### config.mk
export PLATFORM = sky130hd
export DESIGN_NAME = lru_page_replacement_core
export DESIGN_NICKNAME = d
export VERILOG_FILES = /design/src/rtl/lpr_pkg.sv /design/src/rtl/lru_page_replacement_core.sv /design/src/rtl/lpr_cell.sv
export VERILOG_INCLUDE_DIRS = /design/src /design/src/rtl
export SDC_FILE = /design/constraint.sdc
export NUM_CORES = 1
export LEC_CHECK = 0
export BUFFER_PORTS_ARGS = -buffer_cell sky130_fd_sc_hd__buf_2
export CORE_MARGIN = 2
export CORE_UTILIZATION = 50
export CTS_CLUSTER_DIAMETER = 150
export DETAILED_ROUTE_END_ITERATION = 10
export GPL_TIMING_DRIVEN = 0
export MAX_ROUTING_LAYER = met4
export PLACE_DENSITY = 0.7
export SLEW_MARGIN = 30
export SYNTH_ARGS = -nofsm -noshare
export SYNTH_HDL_FRONTEND = slang
export SYNTH_SLANG_ARGS = --single-unit
### constraint.sdc
create_clock -name clk -period 11.8 [get_ports clk]
set_clock_uncertainty 0.1 [all_clocks]
set_input_delay 0.59 -clock clk [delete_from_list [all_inputs] [get_ports clk]]
set_output_delay 0.59 -clock clk [all_outputs]
set_load 0.01 [all_outputs]
### src/rtl/assert_macros.svh
// ---------------------------------------------------------------------------
// Assertion macros
// Shared concurrent assertion wrappers. Define ASSERT_OFF to drop them all.
// ---------------------------------------------------------------------------
`ifndef ASSERT_MACROS_SVH
`define ASSERT_MACROS_SVH

`ifndef ASSERT_OFF
// Property must hold at every clock edge outside reset.
`define ASSERT_CLK(label, clk, rst, prop, msg) \
  label: assert property (@(posedge clk) disable iff (rst) prop) else $error(msg);
// Condition must never be true outside reset.
`define ASSERT_NEVER(label, clk, rst, cond, msg) \
  label: assert property (@(posedge clk) disable iff (rst) !(cond)) else $error(msg);
`else
`define ASSERT_CLK(label, clk, rst, prop, msg)
`define ASSERT_NEVER(label, clk, rst, cond, msg)
`endif

`endif

### src/rtl/lpr_pkg.sv
// ---------------------------------------------------------------------------
// LRU page replacement package
// Sizes and the structs passed along the frame cell chain.
// ---------------------------------------------------------------------------
`default_nettype none

package lpr_pkg;

  localparam int MAX_FRAMES = 8;
  localparam int PAGE_BITS  = 16;
  localparam int FRAME_W    = $clog2(MAX_FRAMES);
  localparam int RANK_W     = FRAME_W;
  localparam int CNT_W      = $clog2(MAX_FRAMES + 1);
  localparam int FAULT_W    = 16;
  localparam logic [FAULT_W-1:0] FAULT_MAX = '1;

  // Search state handed from one cell to the next.
  typedef struct packed {
    logic                 found;
    logic [FRAME_W-1:0]   hit_idx;
    logic [RANK_W-1:0]    hit_rank;
    logic [RANK_W-1:0]    best_rank;
    logic [FRAME_W-1:0]   best_idx;
    logic [PAGE_BITS-1:0] best_page;
  } lpr_chain_t;

  // Update broadcast to every cell at the end of a lookup.
  typedef struct packed {
    logic               touch;    // make target most recent, age newer ones
    logic               fill;     // claim target as new valid frame, age all
    logic               load;     // write key into target
    logic [FRAME_W-1:0] target;
    logic [RANK_W-1:0]  old_rank;
  } lpr_cmd_t;

endpackage

`default_nettype wire

### src/rtl/lru_page_replacement_core.sv
// ---------------------------------------------------------------------------
// LRU page replacement core
// Resident page table with true least-recently-used replacement.
// ---------------------------------------------------------------------------
// One page reference is taken per clock: raise start with page while busy is
// low, and the result appears on the next cycle with done high for exactly
// that one cycle; the receiver cannot stall it, so capture it then. Every
// reference is handled by the single lookup-and-update pass through the row
// of frame cells (match and oldest-frame search ripple from frame 0 upward,
// the update lands on all cells at the same edge). busy is high only in reset
// and in the cycle after it. The user must write frames_in_use via cfg_we and
// cfg_data only while no reference is in flight; the block does not enforce
// it. 0 acts as 1 and values above the frame count act as the frame count.
`default_nettype none
`include "assert_macros.svh"

module lru_page_replacement_core
  import lpr_pkg::*;
(
  input  logic        clk,
  input  logic        rst,
  input  logic        start,
  output logic        busy,
  input  logic [15:0] page,
  input  logic        cfg_we,
  input  logic [3:0]  cfg_data,
  output logic        done,
  output logic        hit,
  output logic [2:0]  frame,
  output logic        evicted_valid,
  output logic [15:0] evicted_page,
  output logic [15:0] fault_count
);

  logic [3:0]           frames_in_use;
  logic [CNT_W-1:0]     frames_filled;
  logic [FAULT_W-1:0]   faults_total;
  logic                 reset_hold;

  logic                 accept;
  logic [CNT_W-1:0]     n_eff;
  logic [PAGE_BITS-1:0] key;
  lpr_chain_t           chain [MAX_FRAMES+1];
  lpr_chain_t           res;
  lpr_cmd_t             cmd;
  logic [MAX_FRAMES-1:0] valid_vec;
  logic                 do_fill;
  logic                 do_evict;
  logic [FRAME_W-1:0]   target;
  logic [FAULT_W-1:0]   faults_next;

  assign busy   = rst | reset_hold;
  assign accept = start & ~busy;
  assign key    = PAGE_BITS'(page);

  always_comb begin
    if (frames_in_use == '0) begin
      n_eff = CNT_W'(1);
    end else if (32'(frames_in_use) > 32'(MAX_FRAMES)) begin
      n_eff = CNT_W'(MAX_FRAMES);
    end else begin
      n_eff = CNT_W'(frames_in_use);
    end
  end

  assign chain[0] = '0;

  for (genvar i = 0; i < MAX_FRAMES; i++) begin : g_cell
    lpr_cell u_cell (
      .clk   (clk),
      .rst   (rst),
      .idx   (FRAME_W'(i)),
      .n     (n_eff),
      .key   (key),
      .cmd   (cmd),
      .cin   (chain[i]),
      .cout  (chain[i+1]),
      .valid (valid_vec[i])
    );
  end

  assign res = chain[MAX_FRAMES];

  always_comb begin
    do_fill  = !res.found && (frames_filled < n_eff);
    do_evict = !res.found && !do_fill;
    if (res.found) begin
      target = res.hit_idx;
    end else if (do_fill) begin
      target = FRAME_W'(frames_filled);
    end else begin
      target = res.best_idx;
    end
    cmd.touch    = accept && (res.found || do_evict);
    cmd.fill     = accept && do_fill;
    cmd.load     = accept && !res.found;
    cmd.target   = target;
    cmd.old_rank = res.found ? res.hit_rank : res.best_rank;
    if (!res.found && faults_total != FAULT_MAX) begin
      faults_next = faults_total + 1'b1;
    end else begin
      faults_next = faults_total;
    end
  end

  always_ff @(posedge clk) begin
    if (rst) begin
      frames_in_use <= 4'(MAX_FRAMES);
      frames_filled <= '0;
      faults_total  <= '0;
      reset_hold    <= 1'b1;
      done          <= 1'b0;
    end else begin
      reset_hold <= 1'b0;
      done       <= accept;
      if (cfg_we) begin
        frames_in_use <= cfg_data;
      end
      if (accept) begin
        faults_total <= faults_next;
        if (do_fill) begin
          frames_filled <= CNT_W'(frames_filled + 1'b1);
        end
      end
    end
  end

  // result beat payload
  always_ff @(posedge clk) begin
    if (accept) begin
      hit           <= res.found;
      frame         <= 3'(target);
      evicted_valid <= do_evict;
      evicted_page  <= do_evict ? 16'(res.best_page) : '0;
      fault_count   <= 16'(faults_next);
    end
  end

  `ASSERT_CLK(a_done_after_accept, clk, rst, accept |=> done, "result beat missing after accept")
  `ASSERT_CLK(a_no_spurious_done, clk, rst, !accept |=> !done, "result beat without accepted reference")
  `ASSERT_CLK(a_fill_count, clk, rst, $countones(valid_vec) == int'(frames_filled), "valid frames disagree with fill count")
  `ASSERT_NEVER(a_hit_no_evict, clk, rst, done && hit && evicted_valid, "eviction reported on a hit")
  `ASSERT_CLK(a_evict_when_full, clk, rst, accept && do_evict |-> frames_filled >= n_eff, "eviction while a free frame remains")

endmodule

`default_nettype wire

### src/rtl/lpr_cell.sv
// ---------------------------------------------------------------------------
// LRU frame cell
// Holds one frame's page, valid bit and recency rank; extends the search
// chain with its own match and victim candidate and applies the update.
// ---------------------------------------------------------------------------
`default_nettype none

module lpr_cell
  import lpr_pkg::*;
(
  input  logic                 clk,
  input  logic                 rst,
  input  logic [FRAME_W-1:0]   idx,
  input  logic [CNT_W-1:0]     n,
  input  logic [PAGE_BITS-1:0] key,
  input  lpr_cmd_t             cmd,
  input  lpr_chain_t           cin,
  output lpr_chain_t           cout,
  output logic                 valid
);

  logic [PAGE_BITS-1:0] page;
  logic [RANK_W-1:0]    rank;
  logic                 usable;
  logic                 is_tgt;

  assign usable = CNT_W'(idx) < n;
  assign is_tgt = cmd.target == idx;

  always_comb begin
    cout = cin;
    // first usable match wins
    if (!cin.found && usable && valid && page == key) begin
      cout.found    = 1'b1;
      cout.hit_idx  = idx;
      cout.hit_rank = rank;
    end
    // frame 0 is the default victim; later frames take over only when older
    if (usable && valid && (rank > cin.best_rank || idx == '0)) begin
      cout.best_rank = rank;
      cout.best_idx  = idx;
      cout.best_page = page;
    end
  end

  always_ff @(posedge clk) begin
    if (rst) begin
      valid <= 1'b0;
      rank  <= '0;
    end else if (cmd.fill) begin
      if (is_tgt) begin
        valid <= 1'b1;
        rank  <= '0;
      end else if (valid) begin
        rank <= RANK_W'(rank + 1'b1);
      end
    end else if (cmd.touch) begin
      if (is_tgt) begin
        rank <= '0;
      end else if (valid && rank < cmd.old_rank) begin
        rank <= RANK_W'(rank + 1'b1);
      end
    end
  end

  always_ff @(posedge clk) begin
    if (cmd.load && is_tgt) begin
      page <= key;
    end
  end

endmodule

`default_nettype wire

# Word-level counts from Yosys, hierarchy flattened
# Cells that the tools add are included.
# W data, S select, Z words.
op_classes:
  n_addsub: 10
  n_lt_le_gt_ge: 25
  eq_ne: 24
  mux: 71
  bitwise_logic: 3
  n_reduce_logical: 97
op_table:
  columns: ["op", "count"]
  rows:
  - ["$mux W22", 8]
  - ["$mux W3", 51]
  - ["$eq A16 B16 Y1", 8]
  - ["$logic_and A1 B1 Y1", 59]
  - ["$mux W7", 8]
  - ["$add A3 B1 Y3 const B", 8]
  - ["$lt A3 B3 Y1", 8]
  - ["$ne A3 B1 Y1 const B", 8]
  - ["$reduce_and A3 Y1", 8]
  - ["$reduce_bool A3 Y1", 8]
  - ["$gt A3 B3 Y1", 7]
  - ["$reduce_and A2 Y1", 9]
  - ["$add A16 B1 Y16 const B", 1]
  - ["$lt A3 B4 Y1 const A", 4]
  - ["$mux W16", 1]
  - ["$ne A16 B16 Y1 const B", 1]
  - ["$eq A3 B3 Y1 const B", 4]
  - ["$logic_not A1 Y1", 9]
  - ["$lt A1 B4 Y1 const A", 2]
  - ["$lt A2 B4 Y1 const A", 2]
  - ["$mux W4", 2]
  - ["$eq A3 B2 Y1 const B", 2]
  - ["$add A4 B1 Y4 const B", 1]
  - ["$gt A4 B4 Y1 const B", 1]
  - ["10 further kinds", 10]
word_totals:
  reg_bits: 223
  wordCells: 264

# Logic depth before layout (Yosys ltp)
logic_depth:
  ltp_word: 50
  depth_mapped: 62

# Cells and area by module
# Synthesis repeated with hierarchy kept, for this count alone.
unflattened:
  cells_unflattened: 1329
  area_unflattened_um2: 14873.0
by_module_without_submodules:
  columns: ["mod", "n_inst", "cells_per_inst", "area_per_inst_um2"]
  rows:
  - ["lpr_cell", 8, 129, 1470.2]
  - ["lru_page_replacement_core", 1, 297, 3111.7]

# Least setup slack after synthesis
# No wires, ideal clock.
synth_path:
  path_type: "reg2reg"
  start: "reg g_cell[0].u_cell.rank[1]"
  end: "reg g_cell[4].u_cell.page[0] (enable)"
  arrival_time_ns: 11.778
  path_slack_ns: -0.508
  path_stages_with_launch: 55
  n_path_buf: 4
  period_less_slack_ns: 12.308
  path_cell_list: "dfxtp_1 nand2_1 ha_1 nor2b_1 o21a_1 o211ai_1 buf_2 o21ai_0 ha_1 nor2_1 maj3_1 mux2i_1 a21o_1 buf_2 mux2_2 ha_1 nor2_1 nand2_1 (+19 left out) or2_2 ha_1 nor2_1 nand2_1 o21ai_0 a31oi_2 o21ai_2 nand2_1 ha_1 nor2_1 nand3_1 a2111oi_0 a41oi_1 o2111ai_1 nand3_1 and2_1 a211o_2 nor4_1"
synth_between:
  elab_chain_cells: 26
synth_lines:
  columns: ["item", "line", "rtl"]
  rows:
  - ["start: declaration", "lpr_cell.sv:23", "logic [RANK_W-1:0] rank;"]
  - ["start signal: assignment", "lpr_cell.sv:55", "rank <= RANK_W'(rank + 1'b1);"]
  - ["start signal: assignment", "lpr_cell.sv:61", "rank <= RANK_W'(rank + 1'b1);"]
  - ["$mux W22 *", "lpr_cell.sv:39", "if (usable && valid && (rank > cin.best_rank || idx == '0)) begin"]
  - ["$gt A3 B3 Y1", "lpr_cell.sv:39", null]
  - ["$logic_and A1 B1 Y1", "lpr_cell.sv:39", null]
  - ["$mux W22 *", "lpr_cell.sv:39", null]
  - ["$gt A3 B3 Y1", "lpr_cell.sv:39", null]
  - ["$logic_and A1 B1 Y1", "lpr_cell.sv:39", null]
  - ["$mux W22 *", "lpr_cell.sv:39", null]
  - ["$gt A3 B3 Y1", "lpr_cell.sv:39", null]
  - ["(+10 left out)", null, null]
  - ["$mux W22 *", "lpr_cell.sv:39", null]
  - ["$gt A3 B3 Y1", "lpr_cell.sv:39", null]
  - ["$logic_and A1 B1 Y1", "lpr_cell.sv:39", null]
  - ["$mux W22 *", "lpr_cell.sv:39", null]
  - ["$mux W3 *", "lru_page_replacement_core.sv:89", "end else if (do_fill) begin"]
  - ["$mux W3 *", "lru_page_replacement_core.sv:87", "if (res.found) begin"]
  - ["$eq A3 B3 Y1 *", "lpr_cell.sv:28", "assign is_tgt = cmd.target == idx;"]
  - ["$logic_and A1 B1 Y1 *", "lpr_cell.sv:67", "if (cmd.load && is_tgt) begin"]
  - ["end signal: assignment", "lpr_cell.sv:68", "page <= key;"]
  - ["end: declaration", "lpr_cell.sv:22", "logic [PAGE_BITS-1:0] page;"]
# Every way passes the cells marked *; elsewhere a longest branch is shown, timed or not.
# A chain may end at the register's enable or synchronous reset.

==> summary.md <==
| Metric | Value |
|---|---|
| Hold path startpoint | `rst` |
| Clock Root Buffer | `clkbuf_16` |
| # diodes | `0` |
| Cell count of the worst reg-to-reg path | `55` |
| First-pass GRT wire length | `58,700 um` |
| Residual DRC count | `0` |
| Initial Utilization | `51.2%` |
| Sequential share of power | `49.2%` |
| DP Area | `13,700 um2` |
| Power, Total | `1.74 mW` |
| P_sw | `0.408 mW` |
| Hpwl dp | `29,200 um` |
| Full die area | `27,200 um2` |
| Post-synthesis cell count | `1,328` |
| Number of synthesized flops with an enable pin | `165` |
| Clock sinks | `223` |
| Minimum clock period after layout | `11.34 ns` |
| Slew @ Worst Pin | `0.901 ns` |
| Post-DRT Antenna Nets | `0` |
| Status | `complete, no violations` |
| Comb power frac | `7.4%` |
| Gr usage total | `29.2%` |
| Hold WC Path Type | `in2reg` |
| Max VDD drop | `0.000148 V` |
| Largest area contributor in the netlist | `edfxtp_1` |
| Final weighted congestion in routability-driven placement | `0.968` |
| Area occupied by multi-input gates | `6710 um2` |
| Skew-Pair Late Insertion Delay | `0.55 ns` |
| Clock power frac | `43.4%` |
| YS warnings | `0` |
| Detailed Routing Iterations Pass 1 | `5` |
| Area grow syn2layout | `17.4%` |
| CP Data Required Time | `11.97 ns` |
| Top Ports | `63` |
| Final Cycle Share | `96.1%` |
| WP data arrival | `11.51 ns` |
| Slew Limit Fails | `0` |
| Initial antenna violation count | `0` |
| Sequential element share of the synthesized area | `47.3%` |
| Die width | `165 um` |
| Critical Path Start Type | `register` |
| Worst R2R Start | `g_cell[0].u_cell.rank[1]` |
| CP max stage cell | `a211o_4` |
| Fill count | `2,191` |
| Max incr delay on CP | `0.41 ns` |
| Initial DRC count | `1,236` |
| Worst r2r dst | `g_cell[6].u_cell.page[6]` |
| Area of the mapped netlist | `12,900 um2` |
| Vias/cell | `6.25` |
| TritonCTS clock tree | `built` |
| Ys flop type | `edfxtp_1` |
| Vias after detailed routing | `11,300` |
| H-tree Lvls | `1` |
| Final setup fails | `0` |
| Post-synth top cells | `nor2_1 (167), edfxtp_1 (165), nand2_1 (100)` |
| Largest net degree at the start of global routing | `47` |
| Final Hold Fails | `0` |
| Most common cell in the netlist | `nor2_1` |
| Crit-path most repeated cell | `ha_1` |
| Overflow after GRT | `0` |
| Max-slew headroom | `39.4%` |
| Critical Setup Path Class | `reg2reg` |
| CP max FO | `10` |
| Clock buffer depth | `3` |
| Int Pwr | `1.33 mW` |
| Share of cells above drive strength 1 | `16.3%` |
| Pleak | `5.22 nW` |
| Clk slew on worst S/H paths | `0.06 ns` |
| IO buf count | `61` |
| Netlist cell types | `94` |
| DRT Wirelength | `39,400 um` |
| PwrDens | `114 nW/um2` |
| Seq. cell area | `6120 um2` |
| Synth top area cells | `edfxtp_1 (38%), dfxtp_1 (9.0%), xor2_1 (6.3%)` |
| R2R setup slack | `0.46 ns` |
| Placeable Area | `25,300 um2` |
| WL/cell | `21.9 um` |
| Hold EP | `reset_hold` |
| Final #Nets | `1,502` |
| Switching Fraction | `23.5%` |
| Async SR Flop Fraction | `0%` |
| DIE HEIGHT | `165 um` |
| Max Cap Viol | `0` |
| Number of global-route vias before repair | `10,600` |
| Worst hold path depth | `1` |
| Row Count | `58` |
| Critical path capture point type | `register` |
| Total CTS buffers | `25` |
| Synthesized area per cell | `9.74 um2` |
| Syn nets | `1,374` |
| Finished Cell Area | `15,200 um2` |
| Flops & latches, synth | `223` |
| Achievable Freq | `0.0882 GHz` |
| Synth top area share | `38.3%` |
==> what timing repair did <==
item                                    CTS  global route
endpoints found under the setup margin  178           178
hold buffers                              0             0
setup buffers                            17            17
gates resized for setup                  30            58
cloned                                    0             2
pin swaps                                14            20
==> worst max-delay path: cells and delay by family (launching register included) <==
family | cells | cell delay [ns]
compound gates | 21 | 4.14
fa+ha+maj | 8 | 2.35
simple gates | 16 | 2.28
buf+inv | 7 | 1.03
mux | 3 | 0.75
flops | 1 | 0.38
==> placed cells by master (no fill, tap or decap), types with 10 or more instances in the layout <==
master     count
edfxtp_1     165
nor2_1       156
nand2_1       98
xor2_1        93
a21oi_1       82
buf_2         79
xnor2_1       69
nand3_1       68
dfxtp_1       56
clkbuf_1      50
a211oi_1      37
nand4_1       32
buf_4         31
inv_1         30
nor4_1        29
clkbuf_16     26
nor3_1        23
ha_1          22
o21ai_0       21
a311oi_1      17
and2_1        13
o21ai_1       11
buf_6         11
or3_1         10
==> power by group through the flow <==
| stage | clock network [mW] | logic, mW | registers [mW] |
|---|---|---|---|
| 5_1_grt | 0.793 | 0.136 | 0.855 |
| 3_5_place_dp | 0 | 0.119 | 0.872 |
| 3_3_place_gp | 0 | 0.116 | 0.872 |
| 4_1_cts | 0.763 | 0.122 | 0.855 |
| 2_1_floorplan | 0 | 0.0714 | 0.872 |
| 6_report | 0.755 | 0.128 | 0.855 |
==> kinds of logic after synthesis <==
logic type	share of synthesized area [%]
and+or+nand+nor	19.8
AOI/OAI and AO/OA	15.4
muxes	0.880
buffers and inverters	3.39
DFF	47.3
xor gates and xnor gates	11.0
adders and majority gates	2.28
==> state kept, by name, summed over array words and instances (netlist names), 3 cells and up <==
name                 count
evicted_page            16
fault_count             16
faults_total            16
frame                    3
frames_filled            4
frames_in_use            4
g_cell.u_cell.page     128
g_cell.u_cell.rank      24
g_cell.u_cell.valid      8
==> area by class of cell <==
class	instances	share of cell area (%)
flip-flops and latches	223	40.3
inverters	32	0.840
repair buffers	100	4.52
plain buffers	75	2.32
clock buffers	33	4.38
clock inverters	8	0.717
well taps	330	2.72
multi-input cells	999	44.2
==> routing by layer <==
metal | track usage (%) | part of all wire (%) | routed length (um)
met5 | - | 0 | 0
met4 | 10.6 | 3.9 | 1550
met3 | 3.79 | 7.6 | 2980
met2 | 48.3 | 48 | 18800
met1 | 37.0 | 41 | 16000
==> worst max path at each step <==
stage	from	endpoint	slack [ns]	depth (start not counted)
CTS	g_cell[0].u_cell.rank[1]	g_cell[2].u_cell.rank[1]	0.01	58
global route	g_cell[0].u_cell.rank[1]	g_cell[2].u_cell.rank[1]	-0.11	58
finish	g_cell[0].u_cell.rank[1]	g_cell[6].u_cell.page[6]	0.46	55
detailed placement	g_cell[0].u_cell.rank[1]	g_cell[1].u_cell.page[8]	-1.88	55
floorplan	g_cell[0].u_cell.rank[1]	g_cell[4].u_cell.page[0]	0.15	54
global placement	g_cell[0].u_cell.rank[1]	g_cell[6].u_cell.page[8]	-2.29	56
==> through the flow <==
stage / hold WS, ns / setup slack [ns] / cells / setup TNS, ns / utilization (%)
after global routing: 0.0687 / -0.110 / 1800 / -4.94 / 60.1
after CTS: 0.0616 / 0.0143 / 1781 / 0 / 58.5
after detailed placement: 0.410 / -1.88 / 1723 / -264.05 / 54.4
after floorplan: 0.364 / 0.149 / 1328 / 0 / -
final: 0.0687 / 0.457 / 1800 / 0 / 60.1
after global placement: 0.401 / -2.29 / 1719 / -314.28 / 54.1
Note: power is estimated with default switching activity, not from simulation.
